==> config.mk <==
export PLATFORM = sky130hd
export DESIGN_NAME = cmap_queue
export DESIGN_NICKNAME = d
export VERILOG_FILES = /design/src/rtl/assert_macros.svh /design/src/rtl/cmap_pkg.sv /design/src/rtl/cmap_queue.sv
export SDC_FILE = /design/constraint.sdc
export NUM_CORES = 1
export LEC_CHECK = 0
export ABC_CLOCK_PERIOD_IN_PS = 3500
export BUFFER_PORTS_ARGS = -buffer_cell sky130_fd_sc_hd__buf_2
export CORE_ASPECT_RATIO = 0.6
export CORE_MARGIN = 8
export CORE_UTILIZATION = 30
export CTS_BUF_LIST = sky130_fd_sc_hd__clkbuf_4
export DETAILED_ROUTE_END_ITERATION = 7
export PLACE_DENSITY = 0.59
export REMOVE_ABC_BUFFERS = 1
export SYNTH_ARGS = -nofsm -noshare
export SYNTH_HDL_FRONTEND = slang
export SYNTH_SLANG_ARGS = --single-unit
==> constraint.sdc <==
create_clock -name clk -period 3.5 [get_ports clk]
set_input_delay 0.175 -clock clk [delete_from_list [all_inputs] [get_ports clk]]
set_output_delay 0.175 -clock clk [all_outputs]
set_load 0.01 [all_outputs]
==> src/rtl/assert_macros.svh <==
// Assertion helpers shared by the RTL. Both sample on clk and are disabled
// while rst is high, so a module that uses them must have those two names.
`ifndef ASSERT_MACROS_SVH
`define ASSERT_MACROS_SVH

// The consequent must hold in the same cycle as the antecedent.
`define ASSERT_SAME(label, ante, cons) \
  label: assert property (@(posedge clk) disable iff (rst) (ante) |-> (cons)) \
    else $error("assertion failed: same-cycle implication");

// The consequent must hold in the cycle after the antecedent.
`define ASSERT_NEXT(label, ante, cons) \
  label: assert property (@(posedge clk) disable iff (rst) (ante) |=> (cons)) \
    else $error("assertion failed: next-cycle implication");

`endif

==> src/rtl/cmap_pkg.sv <==
// ----------------------------------------------------------------------------
// Colormap package
// Shared types, channel constants and codes for the scalar-to-RGBA colormap.
// ----------------------------------------------------------------------------
`timescale 1ns / 1ps
`default_nettype none

package cmap_pkg;

  localparam int VALUE_W         = 32;
  localparam int VALUE_FRAC_BITS = 16;
  localparam int VALUE_INT_W     = VALUE_W - 1 - VALUE_FRAC_BITS;
  localparam int CH_FRAC_BITS    = 12;
  localparam int CH_W            = CH_FRAC_BITS + 1;
  localparam int SPAN_W          = VALUE_W + 1;
  localparam int SCALED_W        = SPAN_W + 3;
  localparam int TAG_IDX_W       = 6;
  localparam int CFG_IDX_W       = 3;
  localparam int QUEUE_DEPTH     = 4;
  localparam int QUEUE_PTR_W     = 2;
  localparam int QUEUE_CNT_W     = 3;

  localparam logic [CH_W-1:0] CH_ONE  = 13'd4096;
  localparam logic [CH_W-1:0] CH_HALF = 13'd2048;
  localparam logic [CH_W-1:0] CH_P33  = 13'd1352;
  localparam logic [CH_W-1:0] CH_P66  = 13'd2703;

  // Reciprocal multipliers: floor(2^S / N), then one correction step.
  localparam int              DIV3_SHIFT   = 14;
  localparam logic [13:0]     DIV3_MUL     = 14'd5461;
  localparam int              DIV100_SHIFT = 26;
  localparam logic [19:0]     DIV100_MUL   = 20'd671088;

  localparam logic [1:0] MODE_FIVE = 2'd0;
  localparam logic [1:0] MODE_FOUR = 2'd1;
  localparam logic [1:0] MODE_TAG  = 2'd2;
  localparam logic [1:0] MODE_GREY = 2'd3;

  localparam logic [CFG_IDX_W-1:0] CFG_SCALE_MODE     = 3'd0;
  localparam logic [CFG_IDX_W-1:0] CFG_RANGE_MIN      = 3'd1;
  localparam logic [CFG_IDX_W-1:0] CFG_RANGE_MAX      = 3'd2;
  localparam logic [CFG_IDX_W-1:0] CFG_SHOW_BELOW_MIN = 3'd3;
  localparam logic [CFG_IDX_W-1:0] CFG_SHOW_ABOVE_MAX = 3'd4;

  localparam logic FUNC_CONVERT = 1'b0;
  localparam logic FUNC_WRITE   = 1'b1;

  typedef enum logic [2:0] {
    SEG_BELOW = 3'd0,
    SEG_0     = 3'd1,
    SEG_1     = 3'd2,
    SEG_2     = 3'd3,
    SEG_3     = 3'd4,
    SEG_ABOVE = 3'd5
  } seg_t;

  typedef struct packed {
    logic                    func;
    logic signed [VALUE_W-1:0] value;
    logic [CH_W-1:0]         alpha_in;
    logic [4:0]              tag_index;
    logic [CH_W-1:0]         tag_red;
    logic [CH_W-1:0]         tag_green;
    logic [CH_W-1:0]         tag_blue;
    logic [CH_W-1:0]         tag_opacity;
  } cmap_in_t;

  typedef struct packed {
    logic [CH_W-1:0] red;
    logic [CH_W-1:0] green;
    logic [CH_W-1:0] blue;
    logic [CH_W-1:0] opacity;
  } cmap_out_t;

  // One classified item as it travels from the front end to the back end.
  typedef struct packed {
    logic                 func;
    seg_t                 seg;
    logic [CH_W-1:0]      alpha;
    logic [TAG_IDX_W-1:0] idx;
    logic                 wr_ok;
    cmap_out_t            tag_color;
    logic [VALUE_W-1:0]   num;
  } cmap_op_t;

  typedef struct packed {
    logic [QUEUE_CNT_W-1:0] count;
    logic                   push;
    logic                   pop;
    logic                   full;
    logic                   empty;
  } cmap_qstat_t;

endpackage

`default_nettype wire

==> src/rtl/cmap_queue.sv <==
// ----------------------------------------------------------------------------
// Colormap decoupling queue
// A short FIFO of classified items between the front and back ends.
// ----------------------------------------------------------------------------
`timescale 1ns / 1ps
`default_nettype none

module cmap_queue (
  input  wire logic               clk,
  input  wire logic               rst,
  input  wire logic               push,
  input  wire cmap_pkg::cmap_op_t push_data,
  input  wire logic               pop,
  output cmap_pkg::cmap_op_t      head,
  output cmap_pkg::cmap_qstat_t   stat
);
  import cmap_pkg::*;

  cmap_op_t               slots [QUEUE_DEPTH];
  logic [QUEUE_PTR_W-1:0] wptr, rptr;
  logic [QUEUE_CNT_W-1:0] count;

  always_ff @(posedge clk) begin
    if (rst) begin
      wptr  <= '0;
      rptr  <= '0;
      count <= '0;
    end else begin
      if (push) begin
        wptr <= wptr + 1'b1;
      end
      if (pop) begin
        rptr <= rptr + 1'b1;
      end
      if (push && !pop) begin
        count <= count + 1'b1;
      end else if (pop && !push) begin
        count <= count - 1'b1;
      end
    end
  end

  always_ff @(posedge clk) begin
    if (push) begin
      slots[wptr] <= push_data;
    end
  end

  assign head       = slots[rptr];
  assign stat.count = count;
  assign stat.push  = push;
  assign stat.pop   = pop;
  assign stat.full  = (count == QUEUE_CNT_W'(QUEUE_DEPTH));
  assign stat.empty = (count == '0);

endmodule

`default_nettype wire

==> impl_metrics.toml, run 1 <==
[drt]
vias = 8309
wl_met3_um = 2460
viasPerCell = 4.33
routed-wl-met2_um = 16600
firstDrtPassIters = 4
drt-met1-wl_um = 15700
routed_wl_um = 35600
ant_nets = 0
routedWlPerCell_um = 18.6
drc_errors = 0
top_layer = "met5"
drtIter0Drc = 459

[logic_synthesis]
yosysWarnings = 0
ys_types = 22
yosysSeqAreaShare_pct = 82.3
avgSynthCellArea_um2 = 26.2
syn_area_mm2 = 0.0160
netlist_instances = 610
ys_seq_elements = 441

[worst_setup_path]
critical_path.top_delay_family = "flip-flops"
required_ns = 3.32
path_buf_inv = 2
startpoint_type = "register"
end_kind = "output pin"
critPathKind = "reg2out"
critPathSlowestCell = "dfxtp_4"
crit_chain = "buf_12 -> mux4_2 -> buf_2"
r2r_setup_slack_ns = 0.92
cp_max_fo = 29
worst_ep_arrival_time_ns = 2.64
slowest_delay_ns = 0.74

[layout]
fillerInstances = 4693
synthToLayoutAreaGrowth_pct = 34.6
final_common_cell = "edfxtp_1"
nets = 1253
final_util_pct = 40.9
seqCellArea_mm2 = 0.0132
final_cell_mix = "edfxtp_1, buf_2, dlygate4sd3_1"
final_area_mm2 = 0.0215
multiInputGateArea_mm2 = 0.00267
layout-drive-gt1-share_pct = 42.5
finalNonFillerCells = 1919

[timing]
slew_viol_final = 0
fin_skew_ns = 0.0363
hold_viol = 0
relSlewSlack_pct = 48.1
finalCritPeriodShare_pct = 80.5
max_freq_ghz = 0.355
period_needed_ns = 2.82
tightest_slew_ns = 0.778
rsz0062_at_grt = "false"
holdWs_ns = 0.136
tns_ns = 0
setup_viol = 0

[grt]
grt_max_degree = 109
grtUsageTotal_pct = 11.7
overflow = 0
grt_pass1_wl_um = 55100
antenna_found_initial = 5
grt_pass1_vias = 9395

[placement]
finalWeightedCongestion = 0.691
dp.cells = 1527
place_area_mm2 = 0.0181
port_buffers = 226
place_hpwl_um = 20100

[clock_tree]
worst_skew_pair.late_latency_ns = 0.84
cts_tree = "done"
clk_pin_slew_ns = 0.07
cts_buffers = 102
root_buffer = "clkbuf_4"
clock_sinks = 441
htreeDepth = 3
ctsLongestPathBuffers = 3

[run]
maxCapViolCount = 0

[die]
pin_count = 227
coreArea_mm2 = 0.0526
die-area_mm2 = 0.0612
start_util_pct = 30.4
num_rows = 65
chipHeight_um = 195
die_x_um = 314

[outcome]
status = "finished clean"

[pwr]
power-per-cell-area_mw_per_mm2 = 543
ir_worst_vdd_mv = 0.282
p_leak_nw = 7.42

[min_path]
hp-class = "in2reg"
layout make-up:
class	count	area share, %
sequential	441	61.2
timing repair buffer	448	15.9
multi-input combinational	138	12.4
clock buffer	149	5.20
tap	703	4.09
clock inverter	28	1.01
antenna	8	0.0931
inverter	4	0.0698
synth_stat cells (all sizes together):
master | number | area [um^2]
fa | 1 | 20.0
mux2i | 2 | 20.0
a21oi | 1 | 5.00
and2 | 4 | 25.0
nand2 | 1 | 3.75
nor3b | 1 | 7.51
xnor2 | 2 | 17.5
ha | 5 | 62.6
o21ai | 1 | 5.00
dfxtp | 9 | 180
nor2 | 7 | 26.3
mux4 | 108 | 2430
buf | 18 | 124
inv | 4 | 15.0
clkbuf | 9 | 33.8
xor2 | 3 | 26.3
nor3 | 1 | 5.00
or3 | 1 | 6.26
edfxtp | 432 | 13000
kinds of logic after synthesis:
logic type,share of synthesized area (%)
AOI/OAI and AO/OA,0.0625
xor gates and xnor gates,0.274
adders and majority gates,0.517
buffers and inverters,1.08
DFF,82.3
muxes,15.3
and+or+nand+nor,0.462
metrics by stage:
stage	total power [W]	worst slack (ns)
4_1_cts	0.0119	0.429
5_1_grt	0.0122	0.365
2_1_floorplan	0.00693	-1.85
3_5_place_dp	0.00743	1.41
3_3_place_gp	0.00741	1.44
6_report	0.0117	0.681
power breakdown:
| group | total (W) | switching, W | leakage, nW | internal [W] |
|---|---|---|---|---|
| registers | 0.00615 | 0.0000914 | 4.04 | 0.00606 |
| logic | 0.00132 | 0.000643 | 2.59 | 0.000672 |
| clock network | 0.00422 | 0.00198 | 0.794 | 0.00224 |
| total | 0.0117 | 0.00271 | 7.42 | 0.00897 |
registers in the layout, summed over array words and instances, names as in the netlist, named ones only:
name / flops
count: 3
wptr: 2
rptr: 2
slots: 432
routing by layer:
layer / vias to the layer above / track usage, %
li1: 3762 / -
met1: 4235 / 14.9
met2: 245 / 17.9
met3: 63 / 5.02
met4: 4 / 3.65
met5: - / 0
worst reg2reg max path: cells and delay by family (launching register included):
kind	cells	cell delay (ns)
adder cells (fa/ha/maj)	1	0.45
AO/OA/AOI/OAI	1	0.14
AND/OR/NAND/NOR	1	0.30
XOR/XNOR	1	0.18
flip-flops	1	0.37
buffers and inverters	2	1.11
what timing repair did:
item                      4_1_cts  5_1_grt
hold endpoints to repair      486        0
resized for setup               0        0
setup buffers                   0        0
hold buffers                  207        0
path summary, 6_finish.rpt:
| path | from | endpoint | depth (start not counted) |
|---|---|---|---|
| setup / recovery | register | head[67] | 3 |
| hold / removal | push_data[5] | slots[3][5]$_DFFE_PP_ | 2 |
| setup reg to reg | count[0]$_SDFFE_PP0P_ | count[2]$_SDFFE_PP0P_ | 6 |
| hold reg to reg | rptr[1]$_SDFFE_PP0P_ | rptr[1]$_SDFFE_PP0P_ | 2 |
Note: power is estimated with default switching activity, not from simulation.
==> run 2, diff against run 1 <==
Settings changed: ABC_AREA set to 1, ABC_CLOCK_PERIOD_IN_PS 3500 to 2450.
Clock period 3.5 ns to 2.45 ns, I/O delays scaled along.
==> run 2 against run 1 <==
  * Worst hold slack improved by 0.0028 ns
  * Combinational power up 64%
  * Critical path depth up 2
  * Cell count rose by 28%
  * Sequential power rose by 41%
  * Critical path type unchanged
==> impl_metrics.toml, run 2 <==
[outcome]
status = "finished clean"

[logic_synthesis]
ys_seq_elements = 441
synth_top_cells_by_count = "edfxtp_1, nor2_1, o21ai_0"
synth-edff-count = 432
synth_most_common_cell = "edfxtp_1"
yosysWarnings = 0
netlist_instances = 1104
ys_async_sr_fraction_pct = 0
synth_area_leader_cell = "edfxtp_1"
synth_top_area_share_pct = 78.9
synthTopCellsByArea = "edfxtp_1, o21ai_0, nor2_1"
ys_types = 24
avgSynthCellArea_um2 = 14.9
syn_area_mm2 = 0.0164
yosys_most_used_dff = "edfxtp_1"
yosysSeqAreaShare_pct = 80.0

[min_path]
hp-class = "in2reg"

[worst_setup_path]
critPathKind = "reg2out"
path_buf_inv = 3
required_ns = 2.33
worst_ep_arrival_time_ns = 2.22
end_kind = "output pin"
critical_path.top_delay_family = "buffers and inverters"
startpoint_type = "register"
cp_max_fo = 44
slowest_delay_ns = 0.37
crit_chain = "buf_12 -> buf_16 -> o21ai_0 -> o22ai_1 -> buf_2"
r2r_setup_slack_ns = 0.72
critPathSlowestCell = "dfxtp_4"

[placement]
finalWeightedCongestion = 0.751
port_buffers = 226
place_hpwl_um = 24300

[drt]
vias = 11600
viasPerCell = 4.72
firstDrtPassIters = 5
ant_nets = 0
routed_wl_um = 48100
routedWlPerCell_um = 19.6
drc_errors = 0
drtIter0Drc = 1042

[clock_tree]
clk_pin_slew_ns = 0.08
cts_tree = "done"
root_buffer = "clkbuf_4"
clock_sinks = 441
cts_buffers = 104
ctsLongestPathBuffers = 3
htreeDepth = 3
worst_skew_pair.late_latency_ns = 0.85

[grt]
antenna_found_initial = 4
grt_pass1_vias = 12100
grt_max_degree = 58
grt_pass1_wl_um = 72000
grtUsageTotal_pct = 14.8
overflow = 0

[layout]
fillerInstances = 4944
final_common_cell = "edfxtp_1"
largest_register_ffs = 432
multiInputGateArea_mm2 = 0.00288
nets = 1773
layout-drive-gt1-share_pct = 28.1
seqCellArea_mm2 = 0.0132
synthToLayoutAreaGrowth_pct = 38.9
largest_register = "slots"
reg_top3 = "slots (432), count (3)"
final_cell_mix = "edfxtp_1, buf_2, nor2_1"

[timing]
tightest_slew_ns = 0.615
max_freq_ghz = 0.427
fin_skew_ns = 0.0635
finalCritPeriodShare_pct = 95.5
slew_viol_final = 0
rsz0062_at_grt = "true"
setup_viol = 0
hold_viol = 0
holdWs_ns = 0.139
period_needed_ns = 2.34
relSlewSlack_pct = 59.0

[pwr]
ir_worst_vdd_mv = 0.455
p_total_w = 0.0171
p_leak_nw = 8.29
power-per-cell-area_mw_per_mm2 = 749

[run]
maxCapViolCount = 0

[die]
die_x_um = 318
pin_count = 227
start_util_pct = 30.4
chipHeight_um = 197
die-area_mm2 = 0.0628
coreArea_mm2 = 0.0542
num_rows = 66
==> run 2: cell count changes in the layout (fill, tap and decap cells not counted), sizes merged, moves of 3 or more <==
cell	before	now
o21ai	1	221
diode	8	5
nand2	1	9
clkinv	24	30
inv	4	20
buf	241	289
o22ai	0	108
mux4	108	0
nor2	7	222
and2	4	0
dlygate4sd3	207	220
==> run 2: where the power goes <==
| part | leakage (nW) | internal, W | switching (W) |
|---|---|---|---|
| clock network | 0.821 | 0.00329 | 0.00296 |
| registers | 4.04 | 0.00862 | 0.0000826 |
| logic | 3.43 | 0.000917 | 0.00124 |
| total | 8.29 | 0.0128 | 0.00428 |
==> run 2: timing repair <==
action,in CTS,in global routing
hold buffers,220,0
cloned,11,3
pin swaps,2,6
setup buffers,12,3
endpoints found under the hold margin,605,0
gates resized for setup,32,31
endpoints found under the setup margin,108,69
==> run 2: area by class of cell <==
type | instances | share of cell area [%]
Clock inverter | 36 | 1.28
Tap cell | 714 | 3.91
Multi-Input combinational cell | 574 | 12.6
Antenna cell | 5 | 0.0548
Timing Repair inverter | 3 | 0.164
Inverter | 17 | 0.416
Sequential cell | 441 | 57.6
Clock buffer | 146 | 4.80
Timing Repair Buffer | 514 | 19.2
==> run 2: kinds of logic after synthesis <==
| family | Yosys count | synth area share [%] |
|---|---|---|
| simple gates | 235 | 5.40 |
| compound gates | 332 | 10.9 |
| xor+xnor | 1 | 0.0533 |
| buf+inv | 89 | 3.16 |
| fa+ha+maj | 6 | 0.502 |
| flops | 441 | 80.0 |
==> run 2: routing by layer <==
layer	track usage (%)	wire, um	share of wire (%)	up-vias
met2	23.8	22200	46	428
met3	4.12	3310	6.9	52
met4	4.22	602	1.3	0
met5	0	0	0	-
met1	19.7	22000	46	5724
li1	-	-	-	5364
==> run 2: per-stage QoR <==
| stage | cells | utilization (%) | setup TNS (ns) | area (um^2) | worst slack, ns |
|---|---|---|---|---|---|
| floorplan | 1032 | - | -585.06 | 16000 | -2.80 |
| global placement | 2016 | 34.3 | 0 | 18600 | 0.604 |
| detailed placement | 2016 | 34.3 | 0 | 18600 | 0.586 |
| CTS | 2441 | 41.9 | -0.0282 | 22700 | -0.00669 |
| global route | 2448 | 42.2 | -0.696 | 22800 | -0.0523 |
| finish | 2450 | 42.2 | 0 | 22800 | 0.110 |
==> run 2: worst paths after layout <==
check | startpoint | cells past startpoint | to
max | register | 5 | head[87]
min | push_data[49] | 2 | slots[2][49]$_DFFE_PP_
max reg2reg | wptr[0]$_SDFFE_PP0P_ | 5 | slots[0][7]$_DFFE_PP_
min reg2reg | rptr[1]$_SDFFE_PP0P_ | 1 | rptr[1]$_SDFFE_PP0P_
