<file path="src/rtl/assert_macros.svh">
// Assertion helpers shared by the RTL. Both sample on clk and are disabled
// while rst is high, so a module that uses them must have those two names.
`ifndef ASSERT_MACROS_SVH
`define ASSERT_MACROS_SVH

// The consequent must hold in the same cycle as the antecedent.
`define ASSERT_SAME(label, ante, cons) \
  label: assert property (@(posedge clk) disable iff (rst) (ante) |-> (cons)) \
    else $error("assertion failed: same-cycle implication");

// The consequent must hold in the cycle after the antecedent.
`define ASSERT_NEXT(label, ante, cons) \
  label: assert property (@(posedge clk) disable iff (rst) (ante) |=> (cons)) \
    else $error("assertion failed: next-cycle implication");

`endif

</file>
<file path="src/rtl/cmap_pkg.sv">
// ----------------------------------------------------------------------------
// Colormap package
// Shared types, channel constants and codes for the scalar-to-RGBA colormap.
// ----------------------------------------------------------------------------
`timescale 1ns / 1ps
`default_nettype none

package cmap_pkg;

  localparam int VALUE_W         = 32;
  localparam int VALUE_FRAC_BITS = 16;
  localparam int VALUE_INT_W     = VALUE_W - 1 - VALUE_FRAC_BITS;
  localparam int CH_FRAC_BITS    = 12;
  localparam int CH_W            = CH_FRAC_BITS + 1;
  localparam int SPAN_W          = VALUE_W + 1;
  localparam int SCALED_W        = SPAN_W + 3;
  localparam int TAG_IDX_W       = 6;
  localparam int CFG_IDX_W       = 3;
  localparam int QUEUE_DEPTH     = 4;
  localparam int QUEUE_PTR_W     = 2;
  localparam int QUEUE_CNT_W     = 3;

  localparam logic [CH_W-1:0] CH_ONE  = 13'd4096;
  localparam logic [CH_W-1:0] CH_HALF = 13'd2048;
  localparam logic [CH_W-1:0] CH_P33  = 13'd1352;
  localparam logic [CH_W-1:0] CH_P66  = 13'd2703;

  // Reciprocal multipliers: floor(2^S / N), then one correction step.
  localparam int              DIV3_SHIFT   = 14;
  localparam logic [13:0]     DIV3_MUL     = 14'd5461;
  localparam int              DIV100_SHIFT = 26;
  localparam logic [19:0]     DIV100_MUL   = 20'd671088;

  localparam logic [1:0] MODE_FIVE = 2'd0;
  localparam logic [1:0] MODE_FOUR = 2'd1;
  localparam logic [1:0] MODE_TAG  = 2'd2;
  localparam logic [1:0] MODE_GREY = 2'd3;

  localparam logic [CFG_IDX_W-1:0] CFG_SCALE_MODE     = 3'd0;
  localparam logic [CFG_IDX_W-1:0] CFG_RANGE_MIN      = 3'd1;
  localparam logic [CFG_IDX_W-1:0] CFG_RANGE_MAX      = 3'd2;
  localparam logic [CFG_IDX_W-1:0] CFG_SHOW_BELOW_MIN = 3'd3;
  localparam logic [CFG_IDX_W-1:0] CFG_SHOW_ABOVE_MAX = 3'd4;

  localparam logic FUNC_CONVERT = 1'b0;
  localparam logic FUNC_WRITE   = 1'b1;

  typedef enum logic [2:0] {
    SEG_BELOW = 3'd0,
    SEG_0     = 3'd1,
    SEG_1     = 3'd2,
    SEG_2     = 3'd3,
    SEG_3     = 3'd4,
    SEG_ABOVE = 3'd5
  } seg_t;

  typedef struct packed {
    logic                    func;
    logic signed [VALUE_W-1:0] value;
    logic [CH_W-1:0]         alpha_in;
    logic [4:0]              tag_index;
    logic [CH_W-1:0]         tag_red;
    logic [CH_W-1:0]         tag_green;
    logic [CH_W-1:0]         tag_blue;
    logic [CH_W-1:0]         tag_opacity;
  } cmap_in_t;

  typedef struct packed {
    logic [CH_W-1:0] red;
    logic [CH_W-1:0] green;
    logic [CH_W-1:0] blue;
    logic [CH_W-1:0] opacity;
  } cmap_out_t;

  // One classified item as it travels from the front end to the back end.
  typedef struct packed {
    logic                 func;
    seg_t                 seg;
    logic [CH_W-1:0]      alpha;
    logic [TAG_IDX_W-1:0] idx;
    logic                 wr_ok;
    cmap_out_t            tag_color;
    logic [VALUE_W-1:0]   num;
  } cmap_op_t;

  typedef struct packed {
    logic [QUEUE_CNT_W-1:0] count;
    logic                   push;
    logic                   pop;
    logic                   full;
    logic                   empty;
  } cmap_qstat_t;

endpackage

`default_nettype wire

</file>
<file path="src/rtl/cmap_back.sv">
// ----------------------------------------------------------------------------
// Colormap back end
// Pipelined restoring divider for the ramp fraction, the constant-ratio
// scalings, the tag color table and the output register.
// ----------------------------------------------------------------------------
`timescale 1ns / 1ps
`default_nettype none

module cmap_back #(
  parameter int TAG_ENTRIES = 25
) (
  input  wire logic                        clk,
  input  wire logic                        rst,
  input  wire cmap_pkg::cmap_op_t          head,
  input  wire logic                        empty,
  output logic                             pop,
  input  wire logic [1:0]                  scale_mode,
  input  wire logic [cmap_pkg::VALUE_W-1:0] divisor,
  input  wire logic                        show_below_min,
  input  wire logic                        show_above_max,
  output logic                             out_valid,
  input  wire logic                        out_ready,
  output cmap_pkg::cmap_out_t              out_data
);
  import cmap_pkg::*;

  localparam int IW    = $clog2(TAG_ENTRIES);
  localparam int DIV_W = CH_FRAC_BITS;
  localparam int F_W   = CH_FRAC_BITS;

  logic en;

  // Divider pipeline: stage 0 holds the numerator, each next stage one bit.
  logic                 dv   [DIV_W+1];
  cmap_op_t             dop  [DIV_W+1];
  logic [VALUE_W-1:0]   drem [DIV_W+1];
  logic [DIV_W-1:0]     dq   [DIV_W+1];
  logic [VALUE_W:0]     trial [DIV_W];
  logic                 ge    [DIV_W];

  logic                 v1, v2, v3;
  cmap_op_t             op1, op2, op3;
  logic [F_W-1:0]       f1, f2, f3v;
  logic [F_W+13:0]      m3_1;
  logic [18:0]          p66_1, p66_2;
  logic [11:0]          q3e2;
  logic [38:0]          m100_2;
  logic [11:0]          third3;
  logic [CH_W-1:0]      b66_3;

  logic [13:0]          r3;
  logic [12:0]          q100e;
  logic [18:0]          r100;

  cmap_out_t            tab    [TAG_ENTRIES];
  logic                 tvalid [TAG_ENTRIES];
  cmap_out_t            tab_rd;
  cmap_out_t            color;
  logic [CH_W-1:0]      fe, th;
  logic [IW-1:0]        tidx;

  assign en  = !out_valid || out_ready;
  assign pop = en && !empty;

  always_comb begin
    for (int i = 0; i < DIV_W; i++) begin
      trial[i] = {drem[i], 1'b0};
      ge[i]    = trial[i] >= {1'b0, divisor};
    end
  end

  always_ff @(posedge clk) begin
    if (rst) begin
      for (int i = 0; i <= DIV_W; i++) begin
        dv[i] <= 1'b0;
      end
      v1 <= 1'b0;
      v2 <= 1'b0;
      v3 <= 1'b0;
    end else if (en) begin
      dv[0] <= pop;
      for (int i = 0; i < DIV_W; i++) begin
        dv[i+1] <= dv[i];
      end
      v1 <= dv[DIV_W];
      v2 <= v1;
      v3 <= v2;
    end
  end

  always_ff @(posedge clk) begin
    if (en) begin
      dop[0]  <= head;
      drem[0] <= head.num;
      dq[0]   <= '0;
      for (int i = 0; i < DIV_W; i++) begin
        dop[i+1]  <= dop[i];
        drem[i+1] <= ge[i] ? VALUE_W'(trial[i] - {1'b0, divisor}) : VALUE_W'(trial[i]);
        dq[i+1]   <= {dq[i][DIV_W-2:0], ge[i]};
      end
    end
  end

  // f/3 and 66*f/100 by reciprocal multiply and one correction.
  always_comb begin
    r3    = 14'(f2) - 14'(q3e2) * 14'd3;
    q100e = 13'(m100_2 >> DIV100_SHIFT);
    r100  = p66_2 - 19'(q100e) * 19'd100;
  end

  always_ff @(posedge clk) begin
    if (en) begin
      op1   <= dop[DIV_W];
      f1    <= dq[DIV_W];
      m3_1  <= (F_W+14)'(dq[DIV_W]) * (F_W+14)'(DIV3_MUL);
      p66_1 <= 19'(dq[DIV_W]) * 19'd66;

      op2    <= op1;
      f2     <= f1;
      q3e2   <= 12'(m3_1 >> DIV3_SHIFT);
      p66_2  <= p66_1;
      m100_2 <= 39'(p66_1) * 39'(DIV100_MUL);

      op3    <= op2;
      f3v    <= f2;
      third3 <= q3e2 + ((r3 >= 14'd3) ? 12'd1 : 12'd0);
      b66_3  <= q100e + ((r100 >= 19'd100) ? 13'd1 : 13'd0);
    end
  end

  assign tidx   = op3.idx[IW-1:0];
  assign tab_rd = tvalid[tidx] ? tab[tidx] : '0;
  assign fe     = CH_W'(f3v);
  assign th     = CH_W'(third3);

  always_comb begin
    color = '{red: CH_HALF, green: CH_HALF, blue: CH_HALF, opacity: CH_HALF};
    case (scale_mode)
      MODE_FIVE: begin
        case (op3.seg)
          SEG_BELOW: color = '{red: '0, green: '0, blue: CH_ONE,
                               opacity: show_below_min ? op3.alpha : '0};
          SEG_0:     color = '{red: '0, green: fe, blue: CH_ONE, opacity: op3.alpha};
          SEG_1:     color = '{red: '0, green: CH_ONE, blue: CH_ONE - fe,
                               opacity: op3.alpha};
          SEG_2:     color = '{red: fe, green: CH_ONE, blue: '0, opacity: op3.alpha};
          SEG_3:     color = '{red: CH_ONE, green: CH_ONE - fe, blue: '0,
                               opacity: op3.alpha};
          default:   color = '{red: CH_ONE, green: '0, blue: '0,
                               opacity: show_above_max ? op3.alpha : '0};
        endcase
      end
      MODE_FOUR: begin
        case (op3.seg)
          SEG_BELOW: color = '{red: CH_HALF, green: '0, blue: '0, opacity: '0};
          SEG_0:     color = '{red: CH_HALF + (fe >> 1), green: '0, blue: '0,
                               opacity: th};
          SEG_1:     color = '{red: CH_ONE, green: fe, blue: '0,
                               opacity: CH_P33 + th};
          SEG_2:     color = '{red: CH_ONE, green: CH_ONE, blue: b66_3,
                               opacity: CH_P66 + th};
          default:   color = '{red: CH_ONE, green: CH_ONE, blue: CH_P66,
                               opacity: CH_ONE};
        endcase
      end
      MODE_TAG:  color = tab_rd;
      default:   color = '{red: CH_HALF, green: CH_HALF, blue: CH_HALF, opacity: CH_HALF};
    endcase
  end

  // Table writes land in the same stage as table reads, so item order holds.
  always_ff @(posedge clk) begin
    if (rst) begin
      for (int i = 0; i < TAG_ENTRIES; i++) begin
        tvalid[i] <= 1'b0;
      end
    end else if (en && v3 && op3.func == FUNC_WRITE && op3.wr_ok) begin
      tvalid[tidx] <= 1'b1;
    end
  end

  always_ff @(posedge clk) begin
    if (en && v3 && op3.func == FUNC_WRITE && op3.wr_ok) begin
      tab[tidx] <= op3.tag_color;
    end
  end

  always_ff @(posedge clk) begin
    if (rst) begin
      out_valid <= 1'b0;
    end else if (en) begin
      out_valid <= v3 && (op3.func == FUNC_CONVERT);
    end
  end

  always_ff @(posedge clk) begin
    if (en) begin
      out_data <= color;
    end
  end

endmodule

`default_nettype wire

</file>
<file path="config.mk">
export PLATFORM = sky130hd
export DESIGN_NAME = cmap_back
export DESIGN_NICKNAME = d
export VERILOG_FILES = /design/src/rtl/assert_macros.svh /design/src/rtl/cmap_pkg.sv /design/src/rtl/cmap_back.sv
export SDC_FILE = /design/constraint.sdc
export NUM_CORES = 2
export LEC_CHECK = 0
export ABC_AREA = 0
export BUFFER_PORTS_ARGS = -buffer_cell sky130_fd_sc_hd__buf_4
export CAP_MARGIN = 20
export CORE_ASPECT_RATIO = 1.2
export CORE_MARGIN = 2
export CORE_UTILIZATION = 40
export DETAILED_ROUTE_END_ITERATION = 10
export PLACE_DENSITY_LB_ADDON = 0.05
export SLEW_MARGIN = 10
export SYNTH_ARGS = -nofsm -noshare
export SYNTH_HDL_FRONTEND = slang
export SYNTH_SLANG_ARGS = --single-unit
export TNS_END_PERCENT = 5
</file>
<file path="constraint.sdc">
create_clock -name clk -period 55.4 [get_ports clk]
set_input_delay 2.77 -clock clk [delete_from_list [all_inputs] [get_ports clk]]
set_output_delay 2.77 -clock clk [all_outputs]
set_load 0.03 [all_outputs]
</file>
==> impl_metrics.env <==
export IMPL_crit_path_max_incr_delay_ns=0.87
export IMPL_fp_dieH_um=654.7
export IMPL_grt_max_degree=166
export IMPL_r2r_start="p66_1[9]"
export IMPL_start_util_pct=40.23
export IMPL_fin_crit_sh_pct=14.66
export IMPL_worstHoldPathType="flip-flop to flip-flop"
export IMPL_hold_violations=0
export IMPL_rsz0062_at_grt="no"
export IMPL_dpl_cell_area_mm2=0.1488
export IMPL_setup_violations=0
export IMPL_design_area_mm2=0.1601
export IMPL_rows=238
export IMPL_tns_ns=0
export IMPL_synth_mux_area_share_pct=7.816
export IMPL_grtUsageMet1_pct=23.86
export IMPL_status="completed"
export IMPL_post_cts_resized=0
export IMPL_synth_distinct_cells=95
export IMPL_crit_path_frequent_cell="buf_4"
export IMPL_syn_area_mm2=0.1411
export IMPL_r2r_setup_slack_ns=48.51
export IMPL_die_width_um=546.2
export IMPL_yosys_register_bits=3190
export IMPL_synth_edf_count=3149
export IMPL_post_place_ws_ns=46.14
export IMPL_cts_sinks=3190
export IMPL_synth_cells=8646
export IMPL_rr_endpoint="m100_2[38]"
export IMPL_r2r_cells=18
export IMPL_synth_compound_area_share_pct=7.051
export IMPL_setup_slack_ns=47.28
export IMPL_cts_hold_buffers=0
export IMPL_worstPathRequired_ns=55.90
export IMPL_vias=74520
export IMPL_top_usage_layer="met2"
export IMPL_fmax_mhz=123.1
export IMPL_period_needed_ns=8.121
export IMPL_yosys_top_cells_area="edfxtp_1 (67%), ha_1 (6.3%), mux4_2 (5.8%), fa_1 (2.5%), a21oi_1 (1.5%)"
export IMPL_worstMarginPinSlew_ns=1.075
export IMPL_use_met2_pct=30.46
export IMPL_synth_fa_ha_area_share_pct=8.747
export IMPL_place_gp_congestion=0.8967
export IMPL_synth_xor_area_share_pct=2.358
export IMPL_endpoint_kind="flip-flop"
export IMPL_grt_pass1_vias=78155
export IMPL_synthesis_nets=9675
export IMPL_cp_num_buf_inv=9
export IMPL_synth_top_family_by_area="adder cells"
export IMPL_htreeDepth=5
export IMPL_clock_root_buffer="clkbuf_16"
export IMPL_drtIter0Drc=5444
export IMPL_gr_usage_met3_pct=2.334
export IMPL_worstHoldStart="dop[9][64]"
export IMPL_critical_path_top_delay_family="buffers and inverters"
export IMPL_antenna_found_initial=16
export IMPL_whs_path_depth=0
export IMPL_ys_warn_count=0
export IMPL_pin_count=202
export IMPL_synth_top_area_share_pct=67.00
export IMPL_finClkSkew_ns=0.05689
export IMPL_drt_total_wl_mm=322.2
export IMPL_clkTransAtPathRegs_ns=0.06
export IMPL_gr_total_overflow=0
export IMPL_vias_per_cell=5.304
export IMPL_core_mm2=0.3508
export IMPL_clk_path_buf_depth=4
export IMPL_clock_latency_ns=0.94
export IMPL_synth_top_area_cell="edfxtp_1"
export IMPL_synth_area_per_cell_um2=16.32
export IMPL_syn_to_final_growth_pct=13.43
export IMPL_grt_pass1_wl_mm=485.9
export IMPL_cap_viol_max_count=0
export IMPL_arrival_ns=8.62
export IMPL_hpwlAfterDp_mm=201.4
export IMPL_cts_made_buffers=345
export IMPL_hold_end="dop[10][64]"
export IMPL_cts_tree="built"
export IMPL_post_cts_setup_buffers=0
export IMPL_crit_slowest_cell="buf_4"
export IMPL_drc=0
export IMPL_crit_type="input pin to flip-flop"
export IMPL_drv_slew=0
export IMPL_drtPass1Iterations=5
export IMPL_seq_area_frac_synth_pct=67.58
export IMPL_crit_chain="buf_4, nor2b_2, buf_4, inv_8, buf_4, buf_12, buf_12, buf_4, buf_4, buf_4"
export IMPL_avgRoutedWirePerCell_um=22.93
export IMPL_crit_fanout=164
export IMPL_relSlewSlack_pct=26.31
export IMPL_grtUsageTotal_pct=17.88
export IMPL_synth_flop_cell="edfxtp_1"
export IMPL_yosys_area_share_simple_pct=4.661
export IMPL_finish_net_count=10118
export IMPL_ant_nets=0
export IMPL_io_buffer_count=200
export IMPL_die_area_mm2=0.3576
export IMPL_startpoint_type="input pin"
export IMPL_async_flop_share_pct=0
export IMPL_drive_gt1_share_pct=15.02
per-layer routing:
metal | routed length, um | vias up
li1 | - | 34577
met1 | 143200 | 37874
met2 | 156500 | 1549
met3 | 12740 | 520
met4 | 9787 | 0
met5 | 0 | -
area by class of cell:
| class | count | area (um2) |
|---|---|---|
| diodes | 4 | 10.01 |
| clock buffers | 412 | 8980 |
| clock inverters | 213 | 2156 |
| fillers | 30442 | 190700 |
| inverters | 382 | 1441 |
| multi-input cells | 4825 | 43490 |
| flip-flops and latches | 3190 | 95400 |
| well taps | 4680 | 5856 |
| repair buffers | 345 | 2755 |
cell usage after synthesis, drive strengths merged (15+ instances only):
| master | count |
|---|---|
| or2 | 20 |
| o21a | 70 |
| a31oi | 49 |
| and4 | 17 |
| and3 | 46 |
| a21oi | 436 |
| o221ai | 27 |
| nor2b | 85 |
| a21o | 199 |
| and2 | 31 |
| mux2 | 138 |
| ha | 705 |
| a211oi | 62 |
| nor2 | 376 |
| a221oi | 27 |
| inv | 382 |
| o2111ai | 15 |
| edfxtp | 3149 |
| o211ai | 25 |
| o31ai | 37 |
| buf | 78 |
| nand4 | 60 |
| nand2b | 78 |
| or3 | 35 |
| dfxtp | 41 |
| clkbuf | 171 |
| xor2 | 147 |
| nand2 | 417 |
| nand3 | 95 |
| mux2i | 121 |
| xnor2 | 233 |
| o21bai | 52 |
| a22oi | 24 |
| mux4 | 363 |
| nor4 | 16 |
| nor3 | 80 |
| o31a | 16 |
| o21ai | 382 |
| a21boi | 22 |
| fa | 176 |
sequential cells by signal, summed over array words and instances (netlist names), 32 cells and up, named ones only:
name	count
dop	1007
dq	78
drem	352
op1	75
op2	75
op3	75
out_data	52
tab	1300
tvalid	32
how the worst max path moves through the flow:
stage,cells past startpoint,to,from
after floorplan,4,flip-flop,out_ready
after global placement,10,drem[2][66],out_ready
after detailed placement,10,drem[2][66],out_ready
after CTS,10,drem[2][77],out_ready
after global routing,10,drem[2][77],out_ready
final,10,drem[2][77],out_ready
cell families after synthesis:
group	count (synthesis)
compound gates	1556
xor+xnor	380
fa+ha+maj	881
buf+inv	631
flops	3190
mux	622
simple gates	1386
cells in the final DEF (no fill, tap or decap), types with 60 or more instances in the layout:
cell,instances
nand3_1,95
xnor2_1,233
buf_4,330
clkinv_2,65
nand2_1,417
nor2_1,356
fa_1,176
nor2b_1,84
nand4_1,60
mux2i_1,118
nor3_1,74
xor2_1,147
ha_1,705
o21a_1,70
a21o_1,199
o21ai_0,370
clkbuf_16,349
clkinv_1,70
inv_1,380
nand2b_1,78
a21oi_1,434
mux4_2,363
clkbuf_1,62
a211oi_1,62
edfxtp_1,3149
mux2_2,92
per-stage QoR:
step	instances	hold slack, ns	utilization, %
after global placement	13412	0.4005	42.42
final	14051	0.3914	45.64
after detailed placement	13417	0.4045	42.43
after floorplan	8646	0.3996	-
after global routing	14051	0.3933	45.64
after CTS	14042	0.3898	45.60
Power is not shown: default switching activity piles up to over one toggle a cycle in this logic, so the estimate is an artifact.
