<file path="src/rtl/assert_macros.svh">
// Assertion helpers shared by the RTL. Both sample on clk and are disabled
// while rst is high, so a module that uses them must have those two names.
`ifndef ASSERT_MACROS_SVH
`define ASSERT_MACROS_SVH

// The consequent must hold in the same cycle as the antecedent.
`define ASSERT_SAME(label, ante, cons) \
  label: assert property (@(posedge clk) disable iff (rst) (ante) |-> (cons)) \
    else $error("assertion failed: same-cycle implication");

// The consequent must hold in the cycle after the antecedent.
`define ASSERT_NEXT(label, ante, cons) \
  label: assert property (@(posedge clk) disable iff (rst) (ante) |=> (cons)) \
    else $error("assertion failed: next-cycle implication");

`endif

</file>
<file path="src/rtl/cmap_pkg.sv">
// ----------------------------------------------------------------------------
// Colormap package
// Shared types, channel constants and codes for the scalar-to-RGBA colormap.
// ----------------------------------------------------------------------------
`timescale 1ns / 1ps
`default_nettype none

package cmap_pkg;

  localparam int VALUE_W         = 32;
  localparam int VALUE_FRAC_BITS = 16;
  localparam int VALUE_INT_W     = VALUE_W - 1 - VALUE_FRAC_BITS;
  localparam int CH_FRAC_BITS    = 12;
  localparam int CH_W            = CH_FRAC_BITS + 1;
  localparam int SPAN_W          = VALUE_W + 1;
  localparam int SCALED_W        = SPAN_W + 3;
  localparam int TAG_IDX_W       = 6;
  localparam int CFG_IDX_W       = 3;
  localparam int QUEUE_DEPTH     = 4;
  localparam int QUEUE_PTR_W     = 2;
  localparam int QUEUE_CNT_W     = 3;

  localparam logic [CH_W-1:0] CH_ONE  = 13'd4096;
  localparam logic [CH_W-1:0] CH_HALF = 13'd2048;
  localparam logic [CH_W-1:0] CH_P33  = 13'd1352;
  localparam logic [CH_W-1:0] CH_P66  = 13'd2703;

  // Reciprocal multipliers: floor(2^S / N), then one correction step.
  localparam int              DIV3_SHIFT   = 14;
  localparam logic [13:0]     DIV3_MUL     = 14'd5461;
  localparam int              DIV100_SHIFT = 26;
  localparam logic [19:0]     DIV100_MUL   = 20'd671088;

  localparam logic [1:0] MODE_FIVE = 2'd0;
  localparam logic [1:0] MODE_FOUR = 2'd1;
  localparam logic [1:0] MODE_TAG  = 2'd2;
  localparam logic [1:0] MODE_GREY = 2'd3;

  localparam logic [CFG_IDX_W-1:0] CFG_SCALE_MODE     = 3'd0;
  localparam logic [CFG_IDX_W-1:0] CFG_RANGE_MIN      = 3'd1;
  localparam logic [CFG_IDX_W-1:0] CFG_RANGE_MAX      = 3'd2;
  localparam logic [CFG_IDX_W-1:0] CFG_SHOW_BELOW_MIN = 3'd3;
  localparam logic [CFG_IDX_W-1:0] CFG_SHOW_ABOVE_MAX = 3'd4;

  localparam logic FUNC_CONVERT = 1'b0;
  localparam logic FUNC_WRITE   = 1'b1;

  typedef enum logic [2:0] {
    SEG_BELOW = 3'd0,
    SEG_0     = 3'd1,
    SEG_1     = 3'd2,
    SEG_2     = 3'd3,
    SEG_3     = 3'd4,
    SEG_ABOVE = 3'd5
  } seg_t;

  typedef struct packed {
    logic                    func;
    logic signed [VALUE_W-1:0] value;
    logic [CH_W-1:0]         alpha_in;
    logic [4:0]              tag_index;
    logic [CH_W-1:0]         tag_red;
    logic [CH_W-1:0]         tag_green;
    logic [CH_W-1:0]         tag_blue;
    logic [CH_W-1:0]         tag_opacity;
  } cmap_in_t;

  typedef struct packed {
    logic [CH_W-1:0] red;
    logic [CH_W-1:0] green;
    logic [CH_W-1:0] blue;
    logic [CH_W-1:0] opacity;
  } cmap_out_t;

  // One classified item as it travels from the front end to the back end.
  typedef struct packed {
    logic                 func;
    seg_t                 seg;
    logic [CH_W-1:0]      alpha;
    logic [TAG_IDX_W-1:0] idx;
    logic                 wr_ok;
    cmap_out_t            tag_color;
    logic [VALUE_W-1:0]   num;
  } cmap_op_t;

  typedef struct packed {
    logic [QUEUE_CNT_W-1:0] count;
    logic                   push;
    logic                   pop;
    logic                   full;
    logic                   empty;
  } cmap_qstat_t;

endpackage

`default_nettype wire

</file>
<file path="src/rtl/cmap_front.sv">
// ----------------------------------------------------------------------------
// Colormap front end
// Accepts items, finds the ramp segment and its numerator, and reduces the
// integer part of the value to a tag table index.
// ----------------------------------------------------------------------------
`timescale 1ns / 1ps
`default_nettype none

module cmap_front #(
  parameter int TAG_ENTRIES = 25
) (
  input  wire logic                              clk,
  input  wire logic                              rst,
  input  wire logic                              in_valid,
  output logic                                   in_ready,
  input  wire cmap_pkg::cmap_in_t                in_data,
  input  wire logic [1:0]                        scale_mode,
  input  wire logic signed [cmap_pkg::VALUE_W-1:0] range_min,
  input  wire logic signed [cmap_pkg::SPAN_W-1:0]  span,
  input  wire logic                              full,
  output logic                                   push,
  output cmap_pkg::cmap_op_t                     push_data
);
  import cmap_pkg::*;

  localparam int IW   = $clog2(TAG_ENTRIES);
  localparam int TW   = ((IW + 1) > 5) ? (IW + 1) : 5;
  localparam int RS   = VALUE_INT_W + IW + 1;
  localparam int PW   = VALUE_INT_W + RS;
  localparam int QW   = VALUE_INT_W + 7;
  localparam logic [RS-1:0] RMUL = RS'((1 << RS) / TAG_ENTRIES);

  logic en;

  logic v1, v2, v3, v4, v5;
  cmap_in_t d1, d2, d3, d4, d5;

  logic signed [SPAN_W-1:0]   t2;
  logic [VALUE_INT_W-1:0]     ip2, ip3;
  logic [PW-1:0]              rp2;
  logic                       wr_ok2, wr_ok3, wr_ok4, wr_ok5;
  logic [IW-1:0]              widx2, widx3, widx4, widx5;

  logic signed [SCALED_W-1:0] pt3;
  logic                       neg3;
  logic [VALUE_INT_W-1:0]     qe3;

  seg_t                       seg4, seg5;
  logic [VALUE_W-1:0]         num4, num5;
  logic [IW:0]                r4;
  logic [IW-1:0]              ridx5;

  logic signed [SCALED_W-1:0] dk1, dk2, dk3, dk4;

  logic signed [SCALED_W-1:0] t_ext;
  logic [TW-1:0]              tag_ext;
  logic [QW-1:0]              qn3;
  logic [QW-1:0]              rdiff3;
  seg_t                       seg_c;
  logic signed [SCALED_W-1:0] sub_c;
  logic [IW:0]                rfix4;

  assign en       = !v5 || !full;
  assign in_ready = en;
  assign push     = v5 && !full;

  // Segment thresholds follow the range registers.
  always_ff @(posedge clk) begin
    dk1 <= SCALED_W'(span);
    dk2 <= SCALED_W'(span) <<< 1;
    dk3 <= SCALED_W'(span) + (SCALED_W'(span) <<< 1);
    dk4 <= SCALED_W'(span) <<< 2;
  end

  always_ff @(posedge clk) begin
    if (rst) begin
      v1 <= 1'b0;
      v2 <= 1'b0;
      v3 <= 1'b0;
      v4 <= 1'b0;
      v5 <= 1'b0;
    end else if (en) begin
      v1 <= in_valid;
      v2 <= v1;
      v3 <= v2;
      v4 <= v3;
      v5 <= v4;
    end
  end

  always_comb begin
    t_ext   = SCALED_W'(t2);
    tag_ext = TW'(d1.tag_index);
    qn3     = QW'(qe3) * QW'(TAG_ENTRIES);
    rdiff3  = QW'(ip3) - qn3;
    seg_c   = SEG_ABOVE;
    sub_c   = '0;
    if (neg3) begin
      seg_c = SEG_BELOW;
    end else if (pt3 < dk1) begin
      seg_c = SEG_0;
    end else if (pt3 < dk2) begin
      seg_c = SEG_1;
      sub_c = dk1;
    end else if (pt3 < dk3) begin
      seg_c = SEG_2;
      sub_c = dk2;
    end else if ((scale_mode == MODE_FIVE) && (pt3 < dk4)) begin
      seg_c = SEG_3;
      sub_c = dk3;
    end
    rfix4 = (r4 >= (IW+1)'(TAG_ENTRIES)) ? r4 - (IW+1)'(TAG_ENTRIES) : r4;
  end

  always_ff @(posedge clk) begin
    if (en) begin
      d1 <= in_data;

      d2     <= d1;
      t2     <= {d1.value[VALUE_W-1], d1.value} - {range_min[VALUE_W-1], range_min};
      ip2    <= d1.value[VALUE_W-1] ? '0 : d1.value[VALUE_W-2:VALUE_FRAC_BITS];
      rp2    <= PW'(d1.value[VALUE_W-1] ? '0 : d1.value[VALUE_W-2:VALUE_FRAC_BITS])
                * PW'(RMUL);
      wr_ok2 <= tag_ext < TW'(TAG_ENTRIES);
      widx2  <= tag_ext[IW-1:0];

      d3     <= d2;
      neg3   <= t2[SPAN_W-1];
      pt3    <= (scale_mode == MODE_FIVE) ? (t_ext <<< 2) : (t_ext + (t_ext <<< 1));
      qe3    <= VALUE_INT_W'(rp2 >> RS);
      ip3    <= ip2;
      wr_ok3 <= wr_ok2;
      widx3  <= widx2;

      d4     <= d3;
      seg4   <= seg_c;
      num4   <= VALUE_W'(pt3 - sub_c);
      r4     <= rdiff3[IW:0];
      wr_ok4 <= wr_ok3;
      widx4  <= widx3;

      d5     <= d4;
      seg5   <= seg4;
      num5   <= num4;
      ridx5  <= rfix4[IW-1:0];
      wr_ok5 <= wr_ok4;
      widx5  <= widx4;
    end
  end

  always_comb begin
    push_data.func      = d5.func;
    push_data.seg       = seg5;
    push_data.alpha     = d5.alpha_in;
    push_data.idx       = TAG_IDX_W'((d5.func == FUNC_WRITE) ? widx5 : ridx5);
    push_data.wr_ok     = wr_ok5;
    push_data.tag_color = '{red: d5.tag_red, green: d5.tag_green,
                            blue: d5.tag_blue, opacity: d5.tag_opacity};
    push_data.num       = num5;
  end

endmodule

`default_nettype wire

</file>
<file path="config.mk">
export PLATFORM = sky130hd
export DESIGN_NAME = cmap_front
export DESIGN_NICKNAME = d
export VERILOG_FILES = /design/src/rtl/assert_macros.svh /design/src/rtl/cmap_pkg.sv /design/src/rtl/cmap_front.sv
export SDC_FILE = /design/constraint.sdc
export NUM_CORES = 1
export LEC_CHECK = 0
export CAP_MARGIN = 40
export CORE_ASPECT_RATIO = 0.9
export CORE_MARGIN = 2
export CORE_UTILIZATION = 55
export DETAILED_ROUTE_END_ITERATION = 10
export DONT_BUFFER_PORTS = 1
export PLACE_DENSITY = 0.7
export SYNTH_ARGS = -nofsm -noshare
export SYNTH_HDL_FRONTEND = slang
export SYNTH_SLANG_ARGS = --single-unit
</file>
<file path="constraint.sdc">
create_clock -name clk -period 23.8 [get_ports clk]
set_input_delay 1.19 -clock clk [delete_from_list [all_inputs] [get_ports clk]]
set_output_delay 1.19 -clock clk [all_outputs]
set_load 0.01 [all_outputs]
</file>
==> flow_metrics.py, run 1 <==
metrics = {
    "global_routing": {
        "grt-ovfl-total": 0,
        "grt_max_degree": 203,
        "grt_pass1_vias": 19100,
        "met3_usage_pct": 3.628,
        "grt_use_met2_pct": 34.90,
        "grt_pass1_wl_um": 106000,
        "antenna_found_initial": 0,
        "busiest_layer": "met2",
        "grt_util_met1_pct": 32.12,
        "track_usage_pct": 22.25,
    },
    "timing": {
        "finalClockSkew_ns": 0.06639,
        "fin_setup_tns_ns": 0,
        "max_freq_mhz": 144.0,
        "rsz0062_at_grt": "false",
        "period_needed_ns": 6.943,
        "post-route-period-util_pct": 29.17,
        "hold_ws_ns": 0.3694,
        "drv_slew": 0,
        "setup_violations": 0,
        "finalHoldViolations": 0,
        "max_slew_margin_pct": 31.55,
        "worst_slew_pin_slew_ns": 1.027,
    },
    "setup_path": {
        "rr_endpoint": "num4[31]",
        "ff2ff_setup_slack_ns": 16.86,
        "start_kind": "register",
        "end_kind": "register",
        "reg2reg_from": "pt3[20]",
        "path_max_fanout": 34,
        "cp.required_ns": 24.19,
        "rr_worst_depth": 22,
        "arrival_ns": 7.33,
        "worstSetupPathType": "register to register",
    },
    "synthesis": {
        "synth-seq-cells": 635,
        "synth.area.top_cells": "edfxtp_1 (52%), ha_1 (14%), fa_1 (5.2%), dfxtp_1 (4.3%), inv_1 (3.3%)",
        "synth_top_area_cell": "edfxtp_1",
        "syn_area_per_cell_sq_um": 13.21,
        "synth_area_sq_um": 32700,
        "netlist_instances": 2475,
        "yosys_warnings": 0,
        "ys_types": 66,
        "synth_flop_cell": "edfxtp_1",
        "synth_top_area_share_pct": 51.80,
        "synth.net_count": 3104,
        "async_reset_ff_share_pct": 0,
        "yosysSeqAreaShare_pct": 56.15,
        "synth-edff-count": 564,
    },
    "finish": {
        "regArea_sq_um": 18360,
        "area_growth_pct": 9.364,
        "layout_commonest_cell": "edfxtp_1",
        "final_cell_mix": "edfxtp_1 (564), ha_1 (370), inv_1 (285), a21oi_1 (166), xnor2_1 (96)",
        "postLayoutCellArea_sq_um": 35760,
        "fin_util_pct": 60.97,
        "layout-drive-gt1-share_pct": 5.045,
        "multiInputGateArea_sq_um": 13180,
        "fillCellCount": 4385,
        "fin_nets": 3153,
    },
    "route": {
        "wl_um": 68470,
        "routedWlPerCell_um": 20.37,
        "drc": 0,
        "vias_per_cell": 5.728,
        "vias": 19250,
        "drtIter0Drc": 1683,
        "ant_nets": 0,
        "firstDrtPassIters": 5,
    },
    "cts": {
        "cts_buffers": 61,
        "post_cts_buffers": 0,
        "cts_resized": 0,
        "clock_path_buffers": 3,
        "cts.hold.buffers_added": 0,
        "path_clk_slew_ns": 0.06,
        "h-tree-depth": 2,
        "ctsRootBufferMaster": "clkbuf_16",
        "clock_sinks": 635,
        "clk_latency_ns": 0.65,
        "cts_tree": "yes",
    },
    "placement": {
        "io_buffers": 0,
        "globalplace.congestion": 0.9345,
        "dp_hpwl_um": 52650,
        "placed_area_sq_um": 33750,
    },
    "power": {
        "max-vdd-ir-drop_mv": 0.07410,
        "power.leakage_nw": 15.29,
        "power_density_nw_per_um2": 114.1,
        "power_mw": 4.081,
    },
    "run": {
        "maxCapViolCount": 0,
    },
    "floorplanning": {
        "die_x_um": 261.0,
        "rows": 84,
        "coreArea_sq_um": 58650,
        "die-area_sq_um": 61420,
        "start_util_pct": 55.75,
        "io_pins": 284,
        "die-height_um": 235.3,
    },
    "hold_path": {
        "hold_depth": 0,
        "hold_class": "register to register",
        "min_delay_worst_endpoint": "d2[64]",
        "hp-start": "d1[64]",
    },
    "outcome": {
        "status": "finished clean",
    },
}
## per-stage QoR
step,std cells,setup WS (ns)
2_1_floorplan,2475,9.473
3_3_place_gp,3232,17.06
3_5_place_dp,3235,16.94
4_1_cts,3351,16.92
5_1_grt,3351,16.47
6_report,3361,16.86
## cell type report
type                            instances  area share [%]
Timing Repair Buffer                   14          0.4969
Sequential cell                       635           51.34
Clock buffer                           83           4.615
Multi-Input combinational cell       1526           36.85
Tap cell                              774           2.708
Inverter                              286           3.002
Antenna cell                           10         0.06998
Clock inverter                         33          0.9133
## logic make-up (layout without fill, tap and decap cells)
logic type,after synthesis,count (layout),synth area share (%)
AOI/OAI and AO/OA,563,563,11.40
DFF,635,635,56.15
xor gates and xnor gates,134,134,3.590
other,1,11,0.01147
buffers and inverters,314,416,3.636
adders and majority gates,455,455,19.36
and+or+nand+nor,367,367,5.641
muxes,6,6,0.2066
## sequential cells by signal, indices dropped and copies added (netlist names), 33 cells and up
name,cells
d1,103
d2,66
d3,66
d4,66
dk3,34
pt3,35
push_data,66
t2,33
## critical path, stage by stage (launching register included)
cell	delay, ns
edfxtp_1	0.52
ha_1	0.34
nand4_1	0.14
or3_1	0.40
or2_0	0.22
or4_1	0.50
and3_1	0.23
o32ai_4	0.26
buf_4	0.41
inv_2	0.36
a221o_1	0.35
o211ai_1	0.16
ha_1	0.29
nor2b_1	0.14
o31a_1	0.27
o311ai_0	0.47
a211o_1	0.24
a31oi_1	0.16
a211oi_1	0.55
a31oi_1	0.22
nor4_1	0.21
nor2_1	0.08
xnor2_1	0.12
## metal layers
layer,wire [um],share of wire [%],vias to the layer above
met3,4277,6.2,96
li1,-,-,9243
met1,31180,46,9309
met2,31090,45,605
met5,0,0,-
met4,1923,2.8,0
## report_power, final
part / total (mW) / switching [mW] / internal (mW)
Sequential: 1.65 / 0.171 / 1.48
Combinational: 1.50 / 0.840 / 0.660
Clock: 0.932 / 0.415 / 0.517
## synth_stat cells, types with 3 or more instances
cell / n
a2111oi_0: 6
o211a_1: 3
inv_1: 285
o21a_1: 27
and2_1: 9
clkbuf_1: 22
and3_1: 17
nand3_1: 36
xnor2_1: 96
fa_1: 85
or3_1: 6
a31oi_1: 14
mux2_2: 6
nand2b_1: 31
o22ai_1: 4
nor2b_1: 27
and4_1: 6
a21boi_0: 6
a21oi_1: 166
o31a_1: 5
o21bai_1: 21
dfxtp_1: 71
a221oi_1: 5
nor2_1: 80
nor4_1: 6
nand4_1: 22
or2_2: 9
a21o_1: 85
a211oi_1: 13
o211ai_1: 39
o31ai_1: 10
a41oi_1: 6
xor2_1: 38
nor3_1: 27
o311ai_0: 3
o21ai_0: 94
a221o_1: 32
nand2_1: 82
a211o_1: 5
ha_1: 370
edfxtp_1: 564
## worst max path at each step
stage | from | to | slack, ns | depth (start not counted)
6_report | pt3[20] | num4[31] | 16.86 | 22
5_1_grt | pt3[27] | num4[31] | 16.47 | 22
4_1_cts | pt3[27] | num4[31] | 16.92 | 22
3_5_place_dp | pt3[27] | num4[31] | 16.94 | 22
3_3_place_gp | pt3[27] | num4[31] | 17.06 | 22
2_1_floorplan | full | d1[0] | 9.47 | 1
(Power assumes the default switching activity.)
==> run 2: changes to the inputs <==
- clock period: 23.8 -> 6.9 ns (I/O delays scaled with it)
==> run 2 against run 1 <==
  * Register-to-register slack got worse by 16 ns
  * Sequential power increased to 3.5 times the previous value
  * Non-clock buffer count increased by 144
  * First-iteration DRC count decreased by 11%
  * Sequential share of layout area decreased by 2.5 points
  * Via count increased by 3.0%
  * Clock-buffer cell count decreased by 7
  * Cell area increased by 5.1%
  * Worst setup slack got worse by 16 ns
  * Die area unchanged
==> flow_metrics.py, run 2 (synthesized netlist as in run 1, its figures left out) <==
metrics = {
    "floorplanning": {
        "rows": 84,
        "start_util_pct": 55.75,
        "io_pins": 284,
        "die_x_um": 261.0,
        "die-area_sq_um": 61420,
        "die-height_um": 235.3,
        "coreArea_sq_um": 58650,
    },
    "timing": {
        "rsz0062_at_grt": "false",
        "worst_slew_pin_slew_ns": 0.8038,
        "max_freq_mhz": 155.8,
        "fin_setup_tns_ns": 0,
        "drv_slew": 0,
        "setup_violations": 0,
        "post-route-period-util_pct": 93.05,
        "finalClockSkew_ns": 0.03894,
        "period_needed_ns": 6.420,
        "max_slew_margin_pct": 45.03,
        "finalHoldViolations": 0,
    },
    "finish": {
        "diodes": 0,
        "fillCellCount": 4254,
        "fin_nets": 3303,
        "postLayoutCellArea_sq_um": 37580,
        "layout_commonest_cell": "edfxtp_1",
        "final_cell_mix": "edfxtp_1 (564), ha_1 (370), inv_1 (285), a21oi_1 (166), dlygate4sd3_1 (140)",
        "area_growth_pct": 14.95,
        "largest_register_ffs": 103,
        "layout-drive-gt1-share_pct": 5.468,
        "regMostFlops": "d1",
    },
    "power": {
        "power_density_nw_per_um2": 392.3,
        "power.leakage_nw": 16.09,
        "max-vdd-ir-drop_mv": 0.2164,
    },
    "setup_path": {
        "worstSetupPathType": "register to register",
        "cp.required_ns": 7.25,
        "critPathMaxStageDelay_ns": 0.66,
        "crit_top_cell": "fa_1",
        "start_kind": "register",
        "path_max_fanout": 6,
        "crit_path_top_delay_cell": "fa_1",
        "cp_cell_sequence": "nor2b_1 > inv_1 > fa_1 > fa_1 > fa_1 > inv_1 > fa_1 > fa_1 > fa_1 > ha_1 > a21o_1 > a21o_1 > a21o_1 > nor3_1 > and3_1 > or3_1 > o31ai_1 > or4_1 > a31oi_1 > xnor2_1",
        "ff2ff_setup_slack_ns": 0.48,
        "end_kind": "register",
        "reg2reg_from": "d1[91]",
        "critPathLaunch": "d1[91]",
        "arrival_ns": 6.77,
    },
    "cts": {
        "path_clk_slew_ns": 0.06,
        "clock_path_buffers": 3,
        "h-tree-depth": 3,
        "ctsRootBufferMaster": "clkbuf_16",
        "cts_tree": "yes",
        "cts_buffers": 67,
        "clock_sinks": 635,
        "clk_latency_ns": 0.63,
    },
    "global_routing": {
        "grt_pass1_wl_um": 113000,
        "grt-ovfl-total": 0,
        "track_usage_pct": 23.75,
        "antenna_found_initial": 0,
        "grt_max_degree": 119,
        "grt_pass1_vias": 20260,
    },
    "run": {
        "maxCapViolCount": 0,
    },
    "hold_path": {
        "hold_class": "input pin to register",
        "hp-start": "span[24]",
    },
    "route": {
        "drtIter0Drc": 1500,
        "drc": 0,
        "firstDrtPassIters": 6,
        "ant_nets": 0,
        "vias_per_cell": 5.666,
        "wl_um": 71950,
        "routedWlPerCell_um": 20.56,
        "vias": 19830,
    },
    "placement": {
        "globalplace.congestion": 0.9479,
        "dp_hpwl_um": 52590,
        "io_buffers": 0,
        "placed_area_sq_um": 33790,
    },
    "outcome": {
        "status": "finished clean",
    },
}
## run 2: worst paths after layout
check                           cells past startpoint      end
worst max-delay path                               20  rp2[26]
worst min-delay path                                2  dk3[24]
worst max register to register                     20  rp2[26]
worst min register to register                      0   d3[30]
## run 2: final cells by class
type | instances | area [sq um] | share of cell area [%]
Clock inverter | 44 | 656.9 | 1.748
Multi-Input combinational cell | 1526 | 13190 | 35.09
Inverter | 286 | 1074 | 2.856
Tap cell | 774 | 968.4 | 2.577
Timing Repair Buffer | 158 | 1609 | 4.281
Clock buffer | 76 | 1730 | 4.604
Sequential cell | 635 | 18360 | 48.85
## run 2: metal layers
layer	part of all wire [%]	vias up	GRT usage, %
li1	-	9530	-
met1	45	9646	32.99
met2	47	544	38.89
met3	5.4	107	3.962
met4	2.3	0	6.284
met5	0	-	0
## run 2: power breakdown
part / leakage [nW] / switching [mW] / internal [mW]
combinational: 8.37 / 2.86 / 2.34
clock: 1.14 / 1.57 / 2.26
sequential: 6.57 / 0.607 / 5.10
## run 2: repair_timing
| item | CTS | global route |
|---|---|---|
| gates resized for setup | 0 | 0 |
| endpoints found under the setup margin | 0 | 0 |
| endpoints found under the hold margin | 148 | 0 |
| hold buffers | 140 | 0 |
| buffers inserted | 0 | 0 |
## run 2: stage by stage
| stage | utilization (%) | setup slack, ns | total power [mW] | instances | hold slack, ns |
|---|---|---|---|---|---|
| after floorplan | - | 0.7860 | 9.423 | 2475 | 0.3727 |
| after global placement | 57.50 | 0.5774 | 10.63 | 3236 | 0.3728 |
| after detailed placement | 57.62 | 0.4388 | 10.83 | 3239 | 0.3728 |
| after CTS | 64.08 | 0.4345 | 14.82 | 3499 | 0.0009176 |
| after global routing | 64.08 | 0.1280 | 15.75 | 3499 | 0.03075 |
| final | 64.08 | 0.4798 | 14.75 | 3499 | 0.03172 |
## run 2: critical path, delay by kind of cell (launching register included)
kind / cells / cell delay, ns
flops: 1 / 0.38
fa+ha+maj: 7 / 3.24
buf+inv: 2 / 0.18
simple gates: 5 / 1.38
xor+xnor: 1 / 0.08
compound gates: 5 / 0.89
